File: src/design/bmsrfc_pkg.sv
// Package for the battery-monitor reply frame checker.
// Holds the item, result and configuration types and the fixed codes.
// No dependencies; the modules and the testbench of the block import it.
package bmsrfc_pkg;

   localparam logic [7:0] START_BYTE = 8'h7E;
   localparam logic [7:0] END_BYTE = 8'h0D;

   localparam logic [2:0] ST_OK = 3'd0;
   localparam logic [2:0] ST_ECHO_OK = 3'd1;
   localparam logic [2:0] ST_HDR_MISMATCH = 3'd2;
   localparam logic [2:0] ST_BAD_END = 3'd3;
   localparam logic [2:0] ST_BAD_LENGTH = 3'd4;
   localparam logic [2:0] ST_DEVICE_ERROR = 3'd5;
   localparam logic [2:0] ST_CHECK_MISMATCH = 3'd6;

   localparam logic REG_EXP_ADDRESS = 1'b0;
   localparam logic REG_EXP_COMMAND = 1'b1;

   typedef struct packed {
      logic       kind;
      logic [7:0] rx_byte;
   } item_type;

   typedef struct packed {
      logic       payload_valid;
      logic [7:0] payload_byte;
      logic       frame_done;
      logic [2:0] status;
      logic [7:0] payload_length;
   } result_type;

   typedef struct packed {
      logic [7:0] expected_address;
      logic [7:0] expected_command;
   } config_type;

endpackage

File: src/design/bmsrfc_ifs.sv
// Channel interfaces of the reply frame checker: request, response and
// register write. Depends on nothing; the payload uses the field widths
// of the block.
interface bmsrfc_req_if;
   logic       valid;
   logic       ready;
   logic       kind;
   logic [7:0] rx_byte;
   modport source (output valid, output kind, output rx_byte, input ready);
   modport sink (input valid, input kind, input rx_byte, output ready);
endinterface

interface bmsrfc_rsp_if;
   logic       valid;
   logic       ready;
   logic       payload_valid;
   logic [7:0] payload_byte;
   logic       frame_done;
   logic [2:0] status;
   logic [7:0] payload_length;
   modport source (output valid, output payload_valid, output payload_byte,
                   output frame_done, output status, output payload_length,
                   input ready);
   modport sink (input valid, input payload_valid, input payload_byte,
                 input frame_done, input status, input payload_length,
                 output ready);
endinterface

interface bmsrfc_csr_if;
   logic       valid;
   logic       ready;
   logic       index;
   logic [7:0] data;
   modport source (output valid, output index, output data, input ready);
   modport sink (input valid, input index, input data, output ready);
endinterface

File: src/design/bms_reply_frame_checker_core.sv
// Top level of the battery-monitor reply frame checker.
// Depends on bmsrfc_pkg, the channel interfaces and the bmsrfc_* modules.
//
//   Channel   Direction  Carries
//   req_bus   in         kind, rx_byte (one received byte or a start item)
//   rsp_bus   out        payload_valid, payload_byte, frame_done, status,
//                        payload_length (zero or one per item)
//   csr_bus   in         index, data (expected address and command)
//
// One item per cycle is accepted unless an item with a result waits on a stalled
// result register; each item is held in the input register and its result in the
// result register, with the per-byte frame checks in between. Reset is synchronous.
// A stalled result holds its register; an item without a result still passes,
// and the input register holds one further item while the result waits.
module bms_reply_frame_checker_core #(
   parameter int MAX_LENGTH = 240
) (
   input logic          clock,
   input logic          reset,
   bmsrfc_req_if.sink   req_bus,
   bmsrfc_rsp_if.source rsp_bus,
   bmsrfc_csr_if.sink   csr_bus
);
   import bmsrfc_pkg::*;

   config_type cfg;
   item_type   item;
   result_type res;
   logic       item_valid;
   logic       res_valid;
   logic       out_busy;
   logic       advance;

   assign advance = item_valid && !(res_valid && out_busy);

   bmsrfc_csr u_csr (
      .clock   (clock),
      .reset   (reset),
      .csr_bus (csr_bus),
      .cfg     (cfg)
   );

   bmsrfc_in_stage u_in_stage (
      .clock      (clock),
      .reset      (reset),
      .req_bus    (req_bus),
      .advance    (advance),
      .item_valid (item_valid),
      .item       (item)
   );

   bmsrfc_parser #(
      .MAX_LENGTH (MAX_LENGTH)
   ) u_parser (
      .clock     (clock),
      .reset     (reset),
      .item      (item),
      .advance   (advance),
      .cfg       (cfg),
      .res_valid (res_valid),
      .res       (res)
   );

   bmsrfc_out_stage u_out_stage (
      .clock   (clock),
      .reset   (reset),
      .load    (advance && res_valid),
      .res     (res),
      .busy    (out_busy),
      .rsp_bus (rsp_bus)
   );

endmodule

File: src/design/bmsrfc_csr.sv
// Configuration registers of the reply frame checker.
// Depends on bmsrfc_pkg and the register write interface.
module bmsrfc_csr (
   input  logic                    clock,
   input  logic                    reset,
   bmsrfc_csr_if.sink              csr_bus,
   output bmsrfc_pkg::config_type  cfg
);
   import bmsrfc_pkg::*;

   config_type cfg_ff;
   config_type cfg_in;

   assign csr_bus.ready = 1'b1;

   always_comb begin
      cfg_in = cfg_ff;
      if (csr_bus.valid) begin
         unique case (csr_bus.index)
            REG_EXP_ADDRESS: cfg_in.expected_address = csr_bus.data;
            REG_EXP_COMMAND: cfg_in.expected_command = csr_bus.data;
            default: cfg_in = cfg_ff;
         endcase
      end
   end

   always_ff @(posedge clock) begin
      if (reset) begin
         cfg_ff.expected_address <= 8'd1;
         cfg_ff.expected_command <= 8'd1;
      end else begin
         cfg_ff <= cfg_in;
      end
   end

   assign cfg = cfg_ff;

endmodule

File: src/design/bmsrfc_in_stage.sv
// Input register of the reply frame checker; it also serves as skid stage.
// Depends on bmsrfc_pkg and the request interface.
module bmsrfc_in_stage (
   input  logic                  clock,
   input  logic                  reset,
   bmsrfc_req_if.sink            req_bus,
   input  logic                  advance,
   output logic                  item_valid,
   output bmsrfc_pkg::item_type  item
);
   import bmsrfc_pkg::*;

   logic     valid_ff;
   logic     valid_in;
   item_type item_ff;
   item_type item_in;
   logic     take;

   assign req_bus.ready = !valid_ff || advance;
   assign take = req_bus.valid && req_bus.ready;

   always_comb begin
      valid_in = valid_ff;
      item_in = item_ff;
      if (take) begin
         valid_in = 1'b1;
         item_in.kind = req_bus.kind;
         item_in.rx_byte = req_bus.rx_byte;
      end else if (advance) begin
         valid_in = 1'b0;
      end
   end

   always_ff @(posedge clock) begin
      if (reset) begin
         valid_ff <= 1'b0;
      end else begin
         valid_ff <= valid_in;
      end
      item_ff <= item_in;
   end

   assign item_valid = valid_ff;
   assign item = item_ff;

endmodule

File: src/design/bmsrfc_parser.sv
// Frame state and per-byte checks of the reply frame checker.
// Depends on bmsrfc_pkg; the verdict for each item is computed here.
module bmsrfc_parser #(
   parameter int MAX_LENGTH = 240
) (
   input  logic                    clock,
   input  logic                    reset,
   input  bmsrfc_pkg::item_type    item,
   input  logic                    advance,
   input  bmsrfc_pkg::config_type  cfg,
   output logic                    res_valid,
   output bmsrfc_pkg::result_type  res
);
   import bmsrfc_pkg::*;

   localparam int POS_W = $clog2(MAX_LENGTH + 2);
   localparam logic [7:0] MAX_LEN_B = 8'(MAX_LENGTH);

   localparam logic [1:0] PH_IGNORE = 2'd0;
   localparam logic [1:0] PH_HEADER = 2'd1;
   localparam logic [1:0] PH_BODY = 2'd2;

   logic [1:0]       phase_ff, phase_in;
   logic [POS_W-1:0] pos_ff, pos_in;
   logic [7:0]       len_ff, len_in;
   logic [7:0]       xor_ff, xor_in;
   logic [7:0]       sum_ff, sum_in;
   logic             hdr_ok_ff, hdr_ok_in;
   logic             chk_ok_ff, chk_ok_in;
   logic [7:0]       dev_ff, dev_in;
   logic [8:0]       pos_w;
   logic [8:0]       len_w;
   logic [7:0]       b;

   assign b = item.rx_byte;
   assign pos_w = 9'(pos_ff);
   assign len_w = {1'b0, len_ff};

   always_comb begin
      phase_in = phase_ff;
      pos_in = pos_ff;
      len_in = len_ff;
      xor_in = xor_ff;
      sum_in = sum_ff;
      hdr_ok_in = hdr_ok_ff;
      chk_ok_in = chk_ok_ff;
      dev_in = dev_ff;
      res_valid = 1'b0;
      res = '0;
      if (item.kind) begin
         phase_in = PH_HEADER;
         pos_in = '0;
         len_in = '0;
         xor_in = '0;
         sum_in = '0;
         hdr_ok_in = 1'b1;
         chk_ok_in = 1'b0;
         dev_in = '0;
      end else begin
         unique case (phase_ff)
            PH_HEADER: begin
               xor_in = xor_ff ^ b;
               sum_in = sum_ff + b;
               if (pos_w == 9'd0 && b != START_BYTE) hdr_ok_in = 1'b0;
               if (pos_w == 9'd1 && b != cfg.expected_address) hdr_ok_in = 1'b0;
               if (pos_w == 9'd2 && b != cfg.expected_command) hdr_ok_in = 1'b0;
               if (pos_w < 9'd3) begin
                  pos_in = pos_ff + POS_W'(1);
               end else begin
                  len_in = b;
                  pos_in = '0;
                  if (!hdr_ok_in) begin
                     phase_in = PH_IGNORE;
                     res_valid = 1'b1;
                     res.frame_done = 1'b1;
                     res.status = ST_HDR_MISMATCH;
                  end else if (b > MAX_LEN_B) begin
                     phase_in = PH_IGNORE;
                     res_valid = 1'b1;
                     res.frame_done = 1'b1;
                     res.status = ST_BAD_LENGTH;
                  end else begin
                     phase_in = PH_BODY;
                  end
               end
            end
            PH_BODY: begin
               if (pos_w < len_w) begin
                  pos_in = pos_ff + POS_W'(1);
                  if (len_ff == 8'd1) begin
                     dev_in = b;
                  end else begin
                     xor_in = xor_ff ^ b;
                     sum_in = sum_ff + b;
                     res_valid = 1'b1;
                     res.payload_valid = 1'b1;
                     res.payload_byte = b;
                  end
               end else if (pos_w == len_w) begin
                  chk_ok_in = (b == (xor_ff ^ sum_ff));
                  pos_in = pos_ff + POS_W'(1);
               end else begin
                  res_valid = 1'b1;
                  res.frame_done = 1'b1;
                  phase_in = PH_IGNORE;
                  if (len_ff == 8'd0) begin
                     if (b == END_BYTE) begin
                        phase_in = PH_HEADER;
                        pos_in = '0;
                        len_in = '0;
                        xor_in = '0;
                        sum_in = '0;
                        hdr_ok_in = 1'b1;
                        chk_ok_in = 1'b0;
                        dev_in = '0;
                        res.status = ST_ECHO_OK;
                     end else begin
                        res.status = ST_BAD_END;
                     end
                  end else if (len_ff == 8'd1) begin
                     res.status = ST_DEVICE_ERROR;
                     res.payload_byte = dev_ff;
                     res.payload_length = 8'd1;
                  end else begin
                     res.payload_length = len_ff;
                     if (b != END_BYTE) begin
                        res.status = ST_BAD_END;
                     end else if (!chk_ok_ff) begin
                        res.status = ST_CHECK_MISMATCH;
                     end else begin
                        res.status = ST_OK;
                     end
                  end
               end
            end
            default: begin
               phase_in = phase_ff;
            end
         endcase
      end
   end

   always_ff @(posedge clock) begin
      if (reset) begin
         phase_ff <= PH_IGNORE;
         pos_ff <= '0;
         len_ff <= '0;
         xor_ff <= '0;
         sum_ff <= '0;
         hdr_ok_ff <= 1'b0;
         chk_ok_ff <= 1'b0;
         dev_ff <= '0;
      end else if (advance) begin
         phase_ff <= phase_in;
         pos_ff <= pos_in;
         len_ff <= len_in;
         xor_ff <= xor_in;
         sum_ff <= sum_in;
         hdr_ok_ff <= hdr_ok_in;
         chk_ok_ff <= chk_ok_in;
         dev_ff <= dev_in;
      end
   end

endmodule

File: src/design/bmsrfc_out_stage.sv
// Result register of the reply frame checker, driving the response channel.
// Depends on bmsrfc_pkg and the response interface.
module bmsrfc_out_stage (
   input  logic                    clock,
   input  logic                    reset,
   input  logic                    load,
   input  bmsrfc_pkg::result_type  res,
   output logic                    busy,
   bmsrfc_rsp_if.source            rsp_bus
);
   import bmsrfc_pkg::*;

   logic       valid_ff;
   logic       valid_in;
   result_type res_ff;
   result_type res_in;

   assign busy = valid_ff && !rsp_bus.ready;

   always_comb begin
      valid_in = valid_ff;
      res_in = res_ff;
      if (load) begin
         valid_in = 1'b1;
         res_in = res;
      end else if (rsp_bus.ready) begin
         valid_in = 1'b0;
      end
   end

   always_ff @(posedge clock) begin
      if (reset) begin
         valid_ff <= 1'b0;
      end else begin
         valid_ff <= valid_in;
      end
      res_ff <= res_in;
   end

   assign rsp_bus.valid = valid_ff;
   assign rsp_bus.payload_valid = res_ff.payload_valid;
   assign rsp_bus.payload_byte = res_ff.payload_byte;
   assign rsp_bus.frame_done = res_ff.frame_done;
   assign rsp_bus.status = res_ff.status;
   assign rsp_bus.payload_length = res_ff.payload_length;

endmodule

File: src/flat_wrapper.sv
// flat-port wrapper written by rule: the top's interface ports become plain ports
module bms_reply_frame_checker_core_flat import bmsrfc_pkg::*;
#(
   parameter int MAX_LENGTH = 240
)
  (clock, reset, req_bus_valid, req_bus_kind, req_bus_rx_byte, req_bus_ready, rsp_bus_valid, rsp_bus_payload_valid, rsp_bus_payload_byte, rsp_bus_frame_done, rsp_bus_status, rsp_bus_payload_length, rsp_bus_ready, csr_bus_valid, csr_bus_index, csr_bus_data, csr_bus_ready);
  bmsrfc_req_if req_bus_i ();
  bmsrfc_rsp_if rsp_bus_i ();
  bmsrfc_csr_if csr_bus_i ();
  input logic clock;
  input logic reset;
  input wire logic [$bits(req_bus_i.valid)-1:0] req_bus_valid;
  input wire logic [$bits(req_bus_i.kind)-1:0] req_bus_kind;
  input wire logic [$bits(req_bus_i.rx_byte)-1:0] req_bus_rx_byte;
  output wire logic [$bits(req_bus_i.ready)-1:0] req_bus_ready;
  output wire logic [$bits(rsp_bus_i.valid)-1:0] rsp_bus_valid;
  output wire logic [$bits(rsp_bus_i.payload_valid)-1:0] rsp_bus_payload_valid;
  output wire logic [$bits(rsp_bus_i.payload_byte)-1:0] rsp_bus_payload_byte;
  output wire logic [$bits(rsp_bus_i.frame_done)-1:0] rsp_bus_frame_done;
  output wire logic [$bits(rsp_bus_i.status)-1:0] rsp_bus_status;
  output wire logic [$bits(rsp_bus_i.payload_length)-1:0] rsp_bus_payload_length;
  input wire logic [$bits(rsp_bus_i.ready)-1:0] rsp_bus_ready;
  input wire logic [$bits(csr_bus_i.valid)-1:0] csr_bus_valid;
  input wire logic [$bits(csr_bus_i.index)-1:0] csr_bus_index;
  input wire logic [$bits(csr_bus_i.data)-1:0] csr_bus_data;
  output wire logic [$bits(csr_bus_i.ready)-1:0] csr_bus_ready;
  assign req_bus_i.valid = req_bus_valid;
  assign req_bus_i.kind = req_bus_kind;
  assign req_bus_i.rx_byte = req_bus_rx_byte;
  assign req_bus_ready = req_bus_i.ready;
  assign rsp_bus_valid = rsp_bus_i.valid;
  assign rsp_bus_payload_valid = rsp_bus_i.payload_valid;
  assign rsp_bus_payload_byte = rsp_bus_i.payload_byte;
  assign rsp_bus_frame_done = rsp_bus_i.frame_done;
  assign rsp_bus_status = rsp_bus_i.status;
  assign rsp_bus_payload_length = rsp_bus_i.payload_length;
  assign rsp_bus_i.ready = rsp_bus_ready;
  assign csr_bus_i.valid = csr_bus_valid;
  assign csr_bus_i.index = csr_bus_index;
  assign csr_bus_i.data = csr_bus_data;
  assign csr_bus_ready = csr_bus_i.ready;
  bms_reply_frame_checker_core #(.MAX_LENGTH(MAX_LENGTH)) u_core (.clock(clock), .reset(reset), .req_bus(req_bus_i), .rsp_bus(rsp_bus_i), .csr_bus(csr_bus_i));
endmodule
File: config.mk
export PLATFORM = sky130hd
export DESIGN_NAME = bms_reply_frame_checker_core_flat
export DESIGN_NICKNAME = d
export VERILOG_FILES = /design/src/design/bmsrfc_pkg.sv /design/src/design/bmsrfc_ifs.sv /design/src/design/bms_reply_frame_checker_core.sv /design/src/design/bmsrfc_csr.sv /design/src/design/bmsrfc_in_stage.sv /design/src/design/bmsrfc_parser.sv /design/src/design/bmsrfc_out_stage.sv /design/src/flat_wrapper.sv
export SDC_FILE = /design/constraint.sdc
export NUM_CORES = 1
export LEC_CHECK = 0
export BUFFER_PORTS_ARGS = -buffer_cell sky130_fd_sc_hd__buf_2
export CORE_UTILIZATION = 40
export CTS_CLUSTER_DIAMETER = 100
export CTS_CLUSTER_SIZE = 25
export DETAILED_ROUTE_END_ITERATION = 8
export PLACE_DENSITY_LB_ADDON = 0.12
export SLEW_MARGIN = 20
export SYNTH_ARGS = -nofsm -noshare
export SYNTH_HDL_FRONTEND = slang
export SYNTH_HIERARCHICAL = 1
export SYNTH_SLANG_ARGS = --single-unit
export TNS_END_PERCENT = 50
File: constraint.sdc
create_clock -name clock -period 4.15 [get_ports clock]
set_input_delay 1.0375 -clock clock [delete_from_list [all_inputs] [get_ports clock]]
set_output_delay 1.0375 -clock clock [all_outputs]
set_load 0.01 [all_outputs]
==> metrics <==
status=finished clean; post-synth top area share=0.251; CTS clk-pin slew, worst paths=60 ps; Clock power frac=0.415; drt initial violations=253; crit-path leading delay family=compound AO/OA/AOI/OAI gates; worst stage delay on the critical path=490 ps; minimum clock period=3850 ps; largest net degree at the start of global routing=37; Buffers on Ports=45; die width=113 um; final count of hold timing violations=0; number of synthesized flops with an enable pin=30; Final period util=0.927; DP HPWL=8.75 mm; Mean Syn Cell Area=9.46 um^2; ANT cells=0; FF-to-FF setup slack=790 ps; Relative slew margins=0.502; Wirelength per Cell=16.0 um; Worst setup EP type=output pin; most frequent cells after synthesis=dfxtp_1 (62), nor2_1 (41), xnor2_1 (40); Critical Setup Path Class=reg -> out; VDD IR max=0.246 mV; LEAKAGE=2.03 nW; logic gate share of total power=0.120; H-tree Lvls=3; highest net fanout along the worst path=8; nets=618; Synth area leaders=dfxtp_1 (25%), edfxtp_1 (18%), xnor2_1 (7.1%); TritonCTS clock tree=built; final WL=11.9 mm; Initial Util=0.410; net count after synthesis=568; drt pass-1 iters=4; #FFs+latches synth=92; fmax=260 MHz; die area=12800 um^2; antenna violations before repair=0; asr flop ratio synth=0; Worst Skew=6.28 ps; later-pin clock latency in the skew report=350 ps; Tightest Pin Transition=740 ps; Rows=40; GPL Wtd Cong=0.870; Die Span Y=113 um; Max-Cap Viols=0; crit path max-delay cell type=dfxtp_1; critical path, cell by cell=ha_1, nor2b_1, o211ai_1, a21o_1, a21oi_1, nand2_1, and2_1, a21oi_1, a21boi_1, nand2b_4, buf_2; Startpoint Class=flop; vias in the first global route=3782; Final Setup Violations=0; Synthesis Warnings=6; Most Frequent Cell on Critical Path=a21oi_1; # DRC=0; Worst EP required=3110 ps; # clock sinks=92; Int Pwr=0.00160 W; Via density=5.14; Clock Path Buffers=2; worst hold path class=reg -> reg; Ports=47; core box area=12100 um^2; antenna viol nets, final=0; Final Max Slew Viols=0; NetSw=0.000508 W; mapped cell area=4950 um^2; Sequential Power Share=0.465; RSZ-0062 raised after global routing=no; Inserted Clock Buffers=9; sw frac=0.241; area added between synthesis and finish=16.0%; Worst Path Arrival=2810 ps; layout cells sized above 1=0.168; Buf/Inv on CP=1; clk root buf=clkbuf_16; most frequent cell after synthesis=dfxtp_1; pwr dens=368 nW/um^2; Most used DFF post-synth=dfxtp_1; setup tns final=0 ps; gr ovfl total=0; cts hold-fix bufs=0; Synth Instances=523; Final Util=0.476; fillcell total=1184; dominant cell type by area after synthesis=dfxtp_1; sequential share of the synthesized area=0.433; first-pass GRT wire length=19.8 mm; total track usage=0.203; Cell variety after synth=56; via count=3835
final timing paths:
check / endpoint / from / depth (start not counted)
setup / recovery: req_bus_ready / u_core/u_parser/pos_ff[1]$_SDFFE_PP0P_ / 11
hold / removal: u_core/u_parser/dev_ff[0]$_SDFFE_PP0P_ / u_core/u_parser/dev_ff[0]$_SDFFE_PP0P_ / 2
setup reg to reg: u_core/u_parser/pos_ff[2]$_SDFFE_PP0P_ / u_core/u_parser/pos_ff[1]$_SDFFE_PP0P_ / 14
hold reg to reg: u_core/u_parser/dev_ff[0]$_SDFFE_PP0P_ / u_core/u_parser/dev_ff[0]$_SDFFE_PP0P_ / 2
sequential cells by signal (all words and copies together), names as in the netlist, 2 cells and up:
name and cells:
u_core/u_out_stage/rsp_bus.status 3, u_core/u_parser/dev_ff 8, u_core/u_in_stage/item 9, u_core/u_csr/cfg 16, u_core/u_out_stage/rsp_bus.payload_length 8, u_core/u_out_stage/rsp_bus.payload_byte 8
u_core/u_parser/len_ff 8, u_core/u_parser/pos_ff 8, u_core/u_parser/xor_ff 8, u_core/u_parser/sum_ff 8, u_core/u_parser/phase_ff 2
layout make-up:
class | instances | area [um^2] | area share
inverter | 19 | 71.3 | 0.0124
clock inverter | 5 | 75.1 | 0.0131
tap | 168 | 210 | 0.0366
timing repair buffer | 63 | 360 | 0.0628
clock buffer | 11 | 243 | 0.0423
multi-input combinational | 388 | 2640 | 0.460
sequential | 92 | 2140 | 0.373
logic make-up after synthesis:
kind of cell / synth area share
AOI/OAI and AO/OA: 0.139
and+or+nand+nor: 0.204
other: 0.000758
adders and majority gates: 0.0571
xor gates and xnor gates: 0.0779
muxes: 0.0523
DFF: 0.433
buffers and inverters: 0.0364
through the flow:
step                      instance area [um^2]  total power (W)  hold slack (ps)  instances  setup slack, ps
final                                     5740          0.00211              476        746              301
after global routing                      5740          0.00220              498        746             18.6
after CTS                                 5730          0.00214              478        746              111
after detailed placement                  5410          0.00125              465        730              505
after global placement                    5410          0.00125              460        730              594
after floorplan                           4950          0.00117              448        523              874
routing by layer:
metal / global-route usage / vias up / part of all wire
met5: 0 / - / 0
met1: 0.275 / 1777 / 0.50
li1: - / 1949 / -
met3: 0.0321 / 14 / 0.035
met2: 0.324 / 95 / 0.45
met4: 0.0825 / 0 / 0.017
cell usage in the layout, fill, tap and decap left out, types with 7 or more instances in the layout:
| cell type | count |
|---|---|
| a21oi_1 | 34 |
| inv_1 | 18 |
| clkbuf_16 | 9 |
| nand2b_1 | 33 |
| xnor2_1 | 40 |
| nand3b_1 | 9 |
| o21ai_0 | 22 |
| buf_2 | 45 |
| a22o_1 | 7 |
| nand4_1 | 9 |
| buf_4 | 18 |
| nor2_1 | 41 |
| ha_1 | 21 |
| mux2_2 | 7 |
| dfxtp_1 | 62 |
| nor4_1 | 7 |
| edfxtp_1 | 30 |
| nand2_1 | 33 |
| a211oi_1 | 11 |
| mux2i_1 | 18 |
| and2_1 | 12 |
| nand3_1 | 22 |
worst register-to-register path, stage by stage, from the launching register on:
cell	delay, ps
dfxtp_1	490
ha_1	300
nor2b_1	140
o211ai_1	190
a21o_1	230
a21oi_1	110
nand2_1	130
and2_1	160
a21oi_1	90
a21boi_1	290
o21ai_0	260
buf_4	240
a21oi_1	320
nand2_1	90
o32ai_1	240
power groups by stage:
stage                     Clock (W)  Sequential [W]  Combinational (W)
after floorplan                   0        0.000988           0.000182
after global placement            0         0.00100           0.000251
after detailed placement          0         0.00100           0.000253
final                      0.000875        0.000981           0.000253
after CTS                  0.000903        0.000982           0.000254
after global routing       0.000937        0.000984           0.000280
what timing repair did:
| item | CTS | global route |
|---|---|---|
| gates resized for setup | 0 | 2 |
| buffers inserted | 0 | 0 |
| endpoints found under the hold margin | 0 | 0 |
| setup endpoints to repair | 0 | 1 |
No activity file was read; power rests on OpenSTA's default activity.
